===== config.mk =====
export PLATFORM = sky130hd
export DESIGN_NAME = pedestrian_traffic_light_controller_flat
export DESIGN_NICKNAME = d
export VERILOG_FILES = /design/src/design/ptl_pkg.sv /design/src/design/ptl_in_if.sv /design/src/design/ptl_out_if.sv /design/src/design/pedestrian_traffic_light_controller.sv /design/src/design/ptl_cfg_regs.sv /design/src/design/ptl_fsm.sv /design/src/flat_wrapper.sv
export SDC_FILE = /design/constraint.sdc
export NUM_CORES = 1
export LEC_CHECK = 0
export ABC_AREA = 1
export BUFFER_PORTS_ARGS = -buffer_cell sky130_fd_sc_hd__buf_2
export CAP_MARGIN = 0
export CELL_PAD_IN_SITES_DETAIL_PLACEMENT = 0
export CELL_PAD_IN_SITES_GLOBAL_PLACEMENT = 1
export CORE_AREA = 2 2 176 135
export CTS_BUF_LIST = sky130_fd_sc_hd__clkbuf_4 sky130_fd_sc_hd__clkbuf_8 sky130_fd_sc_hd__clkbuf_16
export DETAILED_ROUTE_END_ITERATION = 8
export DIE_AREA = 0 0 178 137
export MAX_ROUTING_LAYER = met4
export PLACE_DENSITY_LB_ADDON = 0.1
export SLEW_MARGIN = 20
export SYNTH_ARGS = -nofsm -noshare
export SYNTH_HDL_FRONTEND = slang
export SYNTH_SLANG_ARGS = --single-unit

===== constraint.sdc =====
create_clock -name clk_i -period 4.58 [get_ports clk_i]
set_clock_uncertainty 0.05 [all_clocks]
set_input_delay 0.687 -clock clk_i [delete_from_list [all_inputs] [get_ports clk_i]]
set_output_delay 0.687 -clock clk_i [all_outputs]
set_load 0.1 [all_outputs]

===== src/design/ptl_pkg.sv =====
// Package: shared types and constants of the pedestrian traffic light controller.
package ptl_pkg;

  localparam int unsigned CfgWidth   = 16;
  localparam int unsigned CountWidth = 4;
  localparam int unsigned IdxWidth   = 3;

  typedef enum logic [2:0] {
    PH_YELLOW    = 3'd0,
    PH_RED       = 3'd1,
    PH_WALK      = 3'd2,
    PH_BLINK_ON  = 3'd3,
    PH_BLINK_OFF = 3'd4,
    PH_GREEN     = 3'd5
  } ptl_phase_e;

  typedef enum logic [IdxWidth-1:0] {
    REG_RED_WAIT    = 3'd0,
    REG_GREEN_MIN   = 3'd1,
    REG_WALK_TIME   = 3'd2,
    REG_BLINK_HALF  = 3'd3,
    REG_BLINK_COUNT = 3'd4
  } ptl_reg_e;

  localparam logic [CfgWidth-1:0]   RedWaitRst    = 16'd2000;
  localparam logic [CfgWidth-1:0]   GreenMinRst   = 16'd3000;
  localparam logic [CfgWidth-1:0]   WalkTimeRst   = 16'd5000;
  localparam logic [CfgWidth-1:0]   BlinkHalfRst  = 16'd500;
  localparam logic [CountWidth-1:0] BlinkCountRst = 4'd5;

  typedef struct packed {
    logic [CfgWidth-1:0]   red_wait;
    logic [CfgWidth-1:0]   green_min;
    logic [CfgWidth-1:0]   walk_time;
    logic [CfgWidth-1:0]   blink_half;
    logic [CountWidth-1:0] blink_count;
  } ptl_cfg_t;

  typedef struct packed {
    logic car_red;
    logic car_yellow;
    logic car_green;
    logic walk_red;
    logic walk_green;
  } ptl_lamps_t;

endpackage


===== src/design/ptl_in_if.sv =====
// Interface: tick channel carrying the sampled pedestrian button.
interface ptl_in_if;
  logic valid;
  logic ready;
  logic button;

  modport source (output valid, output button, input ready);
  modport sink   (input valid, input button, output ready);
endinterface


===== src/design/ptl_out_if.sv =====
// Interface: result channel carrying the lamp states.
interface ptl_out_if;
  logic valid;
  logic ready;
  logic car_red;
  logic car_yellow;
  logic car_green;
  logic walk_red;
  logic walk_green;

  modport source (output valid, output car_red, output car_yellow, output car_green,
                  output walk_red, output walk_green, input ready);
  modport sink   (input valid, input car_red, input car_yellow, input car_green,
                  input walk_red, input walk_green, output ready);
endinterface


===== src/design/pedestrian_traffic_light_controller.sv =====
// Top level: pedestrian crossing traffic light controller, one tick per transfer.
// A result is registered: the input register is loaded at the tick transfer, and
//   the result register is loaded with the phase state when that tick advances.
// Throughput: one tick per cycle unless stalled; one logic pass per phase update.
// Reset: asynchronous, active low; car yellow phase, timer and request cleared,
//   registers back to their defaults; no clearing pass.
module pedestrian_traffic_light_controller
  import ptl_pkg::*;
#(
  parameter int unsigned TIMER_WIDTH = 16
) (
  input  logic                clk_i,
  input  logic                rst_ni,
  ptl_in_if.sink              in_i,
  ptl_out_if.source           out_o,
  input  logic                cfg_we_i,
  input  logic [IdxWidth-1:0] cfg_idx_i,
  input  logic [CfgWidth-1:0] cfg_data_i
);

  ptl_cfg_t   cfg;
  ptl_lamps_t lamps_d, lamps_q;
  logic       in_valid_d, in_valid_q;
  logic       out_valid_d, out_valid_q;
  logic       button_q;
  logic       advance;

  ptl_cfg_regs u_cfg (
    .clk_i      (clk_i),
    .rst_ni     (rst_ni),
    .cfg_we_i   (cfg_we_i),
    .cfg_idx_i  (cfg_idx_i),
    .cfg_data_i (cfg_data_i),
    .cfg_o      (cfg)
  );

  ptl_fsm #(
    .TIMER_WIDTH (TIMER_WIDTH)
  ) u_fsm (
    .clk_i    (clk_i),
    .rst_ni   (rst_ni),
    .en_i     (advance),
    .button_i (button_q),
    .cfg_i    (cfg),
    .lamps_o  (lamps_d)
  );

  assign advance     = in_valid_q && (!out_valid_q || out_o.ready);
  assign in_i.ready  = !in_valid_q || advance;
  assign in_valid_d  = (in_i.valid && in_i.ready) || (in_valid_q && !advance);
  assign out_valid_d = advance || (out_valid_q && !out_o.ready);

  always_ff @(posedge clk_i or negedge rst_ni) begin
    if (!rst_ni) begin
      in_valid_q  <= 1'b0;
      out_valid_q <= 1'b0;
    end else begin
      in_valid_q  <= in_valid_d;
      out_valid_q <= out_valid_d;
    end
  end

  always_ff @(posedge clk_i) begin
    if (in_i.valid && in_i.ready) begin
      button_q <= in_i.button;
    end
    if (advance) begin
      lamps_q <= lamps_d;
    end
  end

  assign out_o.valid      = out_valid_q;
  assign out_o.car_red    = lamps_q.car_red;
  assign out_o.car_yellow = lamps_q.car_yellow;
  assign out_o.car_green  = lamps_q.car_green;
  assign out_o.walk_red   = lamps_q.walk_red;
  assign out_o.walk_green = lamps_q.walk_green;

`ifndef SYNTHESIS
  a_car_onehot: assert property (@(posedge clk_i) disable iff (!rst_ni)
    out_valid_q |-> $onehot({lamps_q.car_red, lamps_q.car_yellow, lamps_q.car_green}))
    else $error("car lamps not one-hot");

  a_walk_excl: assert property (@(posedge clk_i) disable iff (!rst_ni)
    out_valid_q |-> !(lamps_q.walk_red && lamps_q.walk_green))
    else $error("both pedestrian lamps on");

  a_walk_needs_red: assert property (@(posedge clk_i) disable iff (!rst_ni)
    (out_valid_q && lamps_q.walk_green) |-> lamps_q.car_red)
    else $error("pedestrian green without car red");

  a_result_from_tick: assert property (@(posedge clk_i) disable iff (!rst_ni)
    $rose(out_valid_q) |-> $past(advance))
    else $error("result without a tick");

  a_tick_held: assert property (@(posedge clk_i) disable iff (!rst_ni)
    (in_valid_q && !advance) |=> in_valid_q)
    else $error("pending tick lost");
`endif

endmodule


===== src/design/ptl_cfg_regs.sv =====
// Configuration register file: timing thresholds and blink count.
module ptl_cfg_regs
  import ptl_pkg::*;
(
  input  logic                clk_i,
  input  logic                rst_ni,
  input  logic                cfg_we_i,
  input  logic [IdxWidth-1:0] cfg_idx_i,
  input  logic [CfgWidth-1:0] cfg_data_i,
  output ptl_cfg_t            cfg_o
);

  ptl_cfg_t cfg_d, cfg_q;

  always_comb begin
    cfg_d = cfg_q;
    if (cfg_we_i) begin
      case (ptl_reg_e'(cfg_idx_i))
        REG_RED_WAIT:    cfg_d.red_wait    = cfg_data_i;
        REG_GREEN_MIN:   cfg_d.green_min   = cfg_data_i;
        REG_WALK_TIME:   cfg_d.walk_time   = cfg_data_i;
        REG_BLINK_HALF:  cfg_d.blink_half  = cfg_data_i;
        REG_BLINK_COUNT: cfg_d.blink_count = cfg_data_i[CountWidth-1:0];
        default: ;
      endcase
    end
  end

  always_ff @(posedge clk_i or negedge rst_ni) begin
    if (!rst_ni) begin
      cfg_q.red_wait    <= RedWaitRst;
      cfg_q.green_min   <= GreenMinRst;
      cfg_q.walk_time   <= WalkTimeRst;
      cfg_q.blink_half  <= BlinkHalfRst;
      cfg_q.blink_count <= BlinkCountRst;
    end else begin
      cfg_q <= cfg_d;
    end
  end

  assign cfg_o = cfg_q;

endmodule


===== src/design/ptl_fsm.sv =====
// Phase state machine: elapsed timer, request latch, blink counter and lamp decode.
module ptl_fsm
  import ptl_pkg::*;
#(
  parameter int unsigned TIMER_WIDTH = 16
) (
  input  logic       clk_i,
  input  logic       rst_ni,
  input  logic       en_i,
  input  logic       button_i,
  input  ptl_cfg_t   cfg_i,
  output ptl_lamps_t lamps_o
);

  localparam int unsigned CmpWidth = (TIMER_WIDTH > CfgWidth) ? TIMER_WIDTH : CfgWidth;

  ptl_phase_e              phase_d, phase_q;
  logic [TIMER_WIDTH-1:0]  elapsed_d, elapsed_q, elapsed_inc;
  logic                    request_d, request_q, request_lat;
  logic [CountWidth-1:0]   blinks_d, blinks_q, blinks_inc;
  logic [CmpWidth-1:0]     el_ext;
  logic                    in_crossing;

  assign in_crossing = (phase_q == PH_WALK) || (phase_q == PH_BLINK_ON) ||
                       (phase_q == PH_BLINK_OFF);
  assign request_lat = request_q | (button_i & ~in_crossing);
  assign elapsed_inc = (elapsed_q == {TIMER_WIDTH{1'b1}}) ? elapsed_q
                                                          : elapsed_q + 1'b1;
  assign el_ext      = CmpWidth'(elapsed_inc);
  assign blinks_inc  = blinks_q + 1'b1;

  always_comb begin
    phase_d   = phase_q;
    elapsed_d = elapsed_inc;
    request_d = request_lat;
    blinks_d  = blinks_q;
    case (phase_q)
      PH_YELLOW: begin
        if (el_ext > CmpWidth'(cfg_i.red_wait)) begin
          phase_d   = request_lat ? PH_WALK : PH_RED;
          elapsed_d = '0;
        end
      end
      PH_WALK: begin
        if (el_ext >= CmpWidth'(cfg_i.walk_time)) begin
          blinks_d  = '0;
          elapsed_d = '0;
          if (cfg_i.blink_count == '0) begin
            request_d = 1'b0;
            phase_d   = PH_RED;
          end else begin
            phase_d = PH_BLINK_ON;
          end
        end
      end
      PH_BLINK_ON: begin
        if (el_ext >= CmpWidth'(cfg_i.blink_half)) begin
          phase_d   = PH_BLINK_OFF;
          elapsed_d = '0;
        end
      end
      PH_BLINK_OFF: begin
        if (el_ext >= CmpWidth'(cfg_i.blink_half)) begin
          blinks_d  = blinks_inc;
          elapsed_d = '0;
          if (blinks_inc >= cfg_i.blink_count) begin
            request_d = 1'b0;
            phase_d   = PH_RED;
          end else begin
            phase_d = PH_BLINK_ON;
          end
        end
      end
      PH_RED: begin
        // pending request skips green entirely
        if (el_ext > CmpWidth'(cfg_i.green_min)) begin
          phase_d   = request_lat ? PH_YELLOW : PH_GREEN;
          elapsed_d = '0;
        end
      end
      PH_GREEN: begin
        if (request_lat) begin
          phase_d   = PH_YELLOW;
          elapsed_d = '0;
        end
      end
      default: begin
        phase_d   = PH_YELLOW;
        elapsed_d = '0;
      end
    endcase

    lamps_o.car_yellow = (phase_d == PH_YELLOW);
    lamps_o.car_green  = (phase_d == PH_GREEN);
    lamps_o.car_red    = !lamps_o.car_yellow && !lamps_o.car_green;
    lamps_o.walk_green = (phase_d == PH_WALK) || (phase_d == PH_BLINK_ON);
    lamps_o.walk_red   = (phase_d == PH_YELLOW) || (phase_d == PH_RED) ||
                         (phase_d == PH_GREEN);
  end

  always_ff @(posedge clk_i or negedge rst_ni) begin
    if (!rst_ni) begin
      phase_q   <= PH_YELLOW;
      elapsed_q <= '0;
      request_q <= 1'b0;
      blinks_q  <= '0;
    end else if (en_i) begin
      phase_q   <= phase_d;
      elapsed_q <= elapsed_d;
      request_q <= request_d;
      blinks_q  <= blinks_d;
    end
  end

endmodule

===== src/flat_wrapper.sv =====
// flat-port wrapper written by rule: the top's interface ports become plain ports
module pedestrian_traffic_light_controller_flat import ptl_pkg::*;
#(
  parameter int unsigned TIMER_WIDTH = 16
)
  (clk_i, rst_ni, cfg_we_i, cfg_idx_i, cfg_data_i, in_i_valid, in_i_button, in_i_ready, out_o_valid, out_o_car_red, out_o_car_yellow, out_o_car_green, out_o_walk_red, out_o_walk_green, out_o_ready);
  ptl_in_if in_i_i ();
  ptl_out_if out_o_i ();
  input  logic clk_i;
  input  logic rst_ni;
  input  logic cfg_we_i;
  input  logic [IdxWidth-1:0] cfg_idx_i;
  input  logic [CfgWidth-1:0] cfg_data_i;
  input wire logic [$bits(in_i_i.valid)-1:0] in_i_valid;
  input wire logic [$bits(in_i_i.button)-1:0] in_i_button;
  output wire logic [$bits(in_i_i.ready)-1:0] in_i_ready;
  output wire logic [$bits(out_o_i.valid)-1:0] out_o_valid;
  output wire logic [$bits(out_o_i.car_red)-1:0] out_o_car_red;
  output wire logic [$bits(out_o_i.car_yellow)-1:0] out_o_car_yellow;
  output wire logic [$bits(out_o_i.car_green)-1:0] out_o_car_green;
  output wire logic [$bits(out_o_i.walk_red)-1:0] out_o_walk_red;
  output wire logic [$bits(out_o_i.walk_green)-1:0] out_o_walk_green;
  input wire logic [$bits(out_o_i.ready)-1:0] out_o_ready;
  assign in_i_i.valid = in_i_valid;
  assign in_i_i.button = in_i_button;
  assign in_i_ready = in_i_i.ready;
  assign out_o_valid = out_o_i.valid;
  assign out_o_car_red = out_o_i.car_red;
  assign out_o_car_yellow = out_o_i.car_yellow;
  assign out_o_car_green = out_o_i.car_green;
  assign out_o_walk_red = out_o_i.walk_red;
  assign out_o_walk_green = out_o_i.walk_green;
  assign out_o_i.ready = out_o_ready;
  pedestrian_traffic_light_controller #(.TIMER_WIDTH(TIMER_WIDTH)) u_core (.clk_i(clk_i), .rst_ni(rst_ni), .in_i(in_i_i), .out_o(out_o_i), .cfg_we_i(cfg_we_i), .cfg_idx_i(cfg_idx_i), .cfg_data_i(cfg_data_i));
endmodule

==> flow_metrics.py <==
metrics = {
    "run_status": {
        "status": "completed",
    },
    "power": {
        "cellPowerDensity_nw_per_um2": 447,
        "swShare": 0.400,
        "p_leak_nw": 3.46,
        "internal_power_mw": 1.84,
        "seqPwrFrac": 0.391,
        "power_frac_comb": 0.363,
        "power_switching_mw": 1.23,
        "peakVddDrop_v": 0.000203,
        "p_clk_frac": 0.247,
        "totalPowerFinal_mw": 3.07,
    },
    "yosys": {
        "yosysSeqAreaShare": 0.426,
        "syn_area_per_cell_um2": 8.08,
        "syn_nets": 837,
        "ys_seq_elements": 100,
        "yosysUniqueCellTypes": 37,
        "syn-cell-area_um2": 6030,
        "synth_warnings": 0,
        "netlist_instances": 746,
    },
    "clocking": {
        "clock_latency_ns": 0.36,
        "postCtsHoldBufs": 0,
        "cts_root_buffer": "clkbuf_16",
        "cts.sinks": 100,
        "cts_tree": "built",
        "cts_buffers": 9,
        "clk_path_buf_depth": 2,
        "path_clk_slew_ns": 0.08,
        "cts-htree-levels": 3,
    },
    "worst_setup_path": {
        "worstSetupEndpoint": "u_core.out_o.car_yellow",
        "crit_top_cell": "nand2_1",
        "r2r_end": "u_core.out_o.car_yellow",
        "crit_fanout": 5,
        "cp_cell_sequence": "ha_1 > nand2_1 > nor2_1 > nand2_1 > nor2_1 > nor3_2 > nand2_1 > xor2_1 > ha_1 > a21oi_1 > o21ai_0 > o21bai_1 > nand3_1 > nand2_1 > nand2_1 > nand2_1 > nand2_1 > a21oi_1 > inv_1 > nor2_1 > inv_1 > nor2_1",
        "slowest_delay_ns": 0.44,
        "rrSetupSlack_ns": 0.44,
        "critical_path.startpoint_type": "register",
        "startpoint": "u_core.u_fsm.elapsed_q[0]",
        "worstSetupPathType": "reg2reg",
        "cp_data_required_time_ns": 4.75,
        "cp_slowest_cell": "xor2_1",
        "critPathCaptureType": "register",
        "r2r_start": "u_core.u_fsm.elapsed_q[0]",
        "reg2reg_depth": 22,
        "critPathArrivalTime_ns": 4.30,
    },
    "floorplan": {
        "die_h_um": 137,
        "fp.coreArea_um2": 22600,
        "num_rows": 48,
        "die-area_um2": 24400,
        "start_util": 0.266,
        "die_width_um": 178,
        "boundaryPins": 32,
    },
    "sta": {
        "hold_violations": 0,
        "max_slew_margin": 0.450,
        "fmax_mhz": 242,
        "fin_crit_ns": 4.14,
        "worst_slew_pin_slew_ns": 0.825,
        "worst_slack_ns": 0.441,
        "rsz0062_at_grt": "false",
        "final.setup.tns_ns": 0,
        "drv_slew": 0,
        "finalSetupViolCount": 0,
        "fin_crit_sh": 0.904,
    },
    "routing": {
        "postRouteAntennaNets": 0,
        "wl_mm": 16.5,
        "wl_per_cell_um": 15.1,
        "drt_iter0_drc": 277,
        "dr.pass1.iters": 5,
        "routed_via_density": 4.40,
        "num_vias": 4782,
        "drc_errors": 0,
    },
    "grt": {
        "track_usage": 0.151,
        "first_global_vias": 4919,
        "grt_max_degree": 60,
        "grt_pass1_wl_mm": 27.0,
        "antenna_found_initial": 0,
        "grt.overflow.total": 0,
    },
    "place": {
        "io_buffers": 31,
        "pre_cts_ws_ns": 0.156,
        "placed_cell_area_um2": 6550,
        "place_congestion": 0.798,
        "dpl.hpwl_mm": 12.3,
        "dp_cells": 1069,
    },
    "flow_run": {
        "cap_violations": 0,
    },
    "layout": {
        "ff_latch_area_um2": 2560,
        "drive_gt1_frac": 0.128,
        "n_fill_cell": 2452,
        "design_area_um2": 6870,
        "final_cells": 1087,
        "nets": 873,
        "area_delta_synth_final_pct": 14.0,
        "multi_input_area_um2": 2920,
        "antenna_cells": 0,
    },
    "worst_hold_path": {
        "hold_class": "in2async",
    },
}
[sequential cells by signal (all words and copies together) (netlist names), 3 cells and up]
name	count
u_core.u_fsm.phase_q	3
u_core.u_fsm.elapsed_q	16
u_core.u_cfg.cfg_o	68
u_core.u_fsm.blinks_q	4
[through the flow]
step	hold slack, ns	util
4_1_cts	0.409	0.302
2_1_floorplan	0.341	-
6_report	0.369	0.303
5_1_grt	0.427	0.303
3_3_place_gp	0.418	0.289
3_5_place_dp	0.424	0.289
[worst min path at each step]
stage                                   to  slack, ns  depth (start not counted)
floorplan                u_core.in_valid_q       0.34                          0
global placement    u_core.u_cfg.cfg_o[36]       0.42                          2
detailed placement  u_core.u_cfg.cfg_o[36]       0.42                          2
CTS                 u_core.u_cfg.cfg_o[33]       0.41                          1
global route        u_core.u_cfg.cfg_o[33]       0.43                          1
finish              u_core.u_cfg.cfg_o[33]       0.37                          1
[what timing repair did]
| action | CTS | global route |
|---|---|---|
| endpoints found under the hold margin | 0 | 0 |
| buffers inserted | 0 | 2 |
| endpoints found under the setup margin | 0 | 20 |
| gates resized for setup | 0 | 3 |
[power by group through the flow]
stage / sequential, mW / clock (mW) / combinational [mW]
2_1_floorplan: 1.30 / 0 / 0.678
3_3_place_gp: 1.21 / 0 / 1.07
3_5_place_dp: 1.22 / 0 / 1.08
4_1_cts: 1.20 / 0.789 / 1.09
5_1_grt: 1.22 / 0.828 / 1.29
6_report: 1.20 / 0.758 / 1.11
[critical path, delay by kind of cell (launching register included)]
family	cells	cell delay [ns]
xor+xnor	1	0.44
fa+ha+maj	2	0.58
simple gates	13	1.58
buf+inv	2	0.13
flops	1	0.41
compound gates	4	0.80
[layer usage]
| metal | GRT usage | vias up | part of all wire |
|---|---|---|---|
| met5 | - | - | 0 |
| met4 | 0.0342 | 0 | 0.010 |
| met3 | 0.0317 | 10 | 0.030 |
| met2 | 0.215 | 50 | 0.41 |
| met1 | 0.219 | 2225 | 0.55 |
| li1 | - | 2497 | - |
[logic make-up after synthesis]
group           count (synthesis)  share of synthesized area
flops                         100                      0.426
buf+inv                       146                     0.0928
compound gates                146                      0.136
xor+xnor                       12                     0.0187
fa+ha+maj                      66                      0.137
simple gates                  276                      0.190
[Yosys cell counts, drive strengths merged]
cell type	number	share of area
a21oi	32	0.027
o21ai	91	0.078
clkbuf	14	0.0087
o221ai	1	0.0015
inv	129	0.080
buf	1	0.0025
o211ai	3	0.0037
nand2	190	0.12
ha	66	0.14
o21a	2	0.0025
dfstp	26	0.11
nand4	8	0.0083
o22ai	8	0.011
nor2	38	0.025
o221a	2	0.0037
a211oi	4	0.0050
nand3b	2	0.0025
xnor2	4	0.0071
dfrtp	68	0.28
nor4	1	0.0010
o41ai	1	0.0015
o21bai	1	0.0012
clkinv	2	0.0012
xor2	8	0.012
nor3	9	0.0083
edfxtp	6	0.030
a21boi	1	0.0012
nand3	28	0.026
[layout make-up]
class                      instances  share of cell area
inverter                         131              0.0716
clock buffer                      10              0.0348
multi-input combinational        500               0.425
tap                              300              0.0546
timing repair buffer              40              0.0346
clock inverter                     6             0.00656
sequential                       100               0.373
[cells in the final DEF, fill, tap and decap left out, types with 3 or more instances in the layout]
master / synthesis / layout
buf_4: 0 / 9
o22ai_1: 5 / 5
a21oi_1: 32 / 32
nand2_1: 189 / 189
buf_2: 0 / 30
clkinv_1: 2 / 3
inv_1: 128 / 128
o21ai_0: 86 / 86
nor2_1: 37 / 36
a211oi_1: 4 / 4
nor3_1: 8 / 7
dfrtp_1: 68 / 68
o211ai_1: 3 / 3
o21ai_2: 4 / 4
dfstp_2: 26 / 26
o22ai_2: 3 / 3
nand3_2: 3 / 3
nand3_1: 25 / 25
nand4_1: 8 / 8
clkbuf_16: 0 / 9
xnor2_1: 3 / 3
xor2_1: 8 / 8
ha_1: 66 / 66
edfxtp_1: 6 / 6
Power figures use the tool's default switching activity.
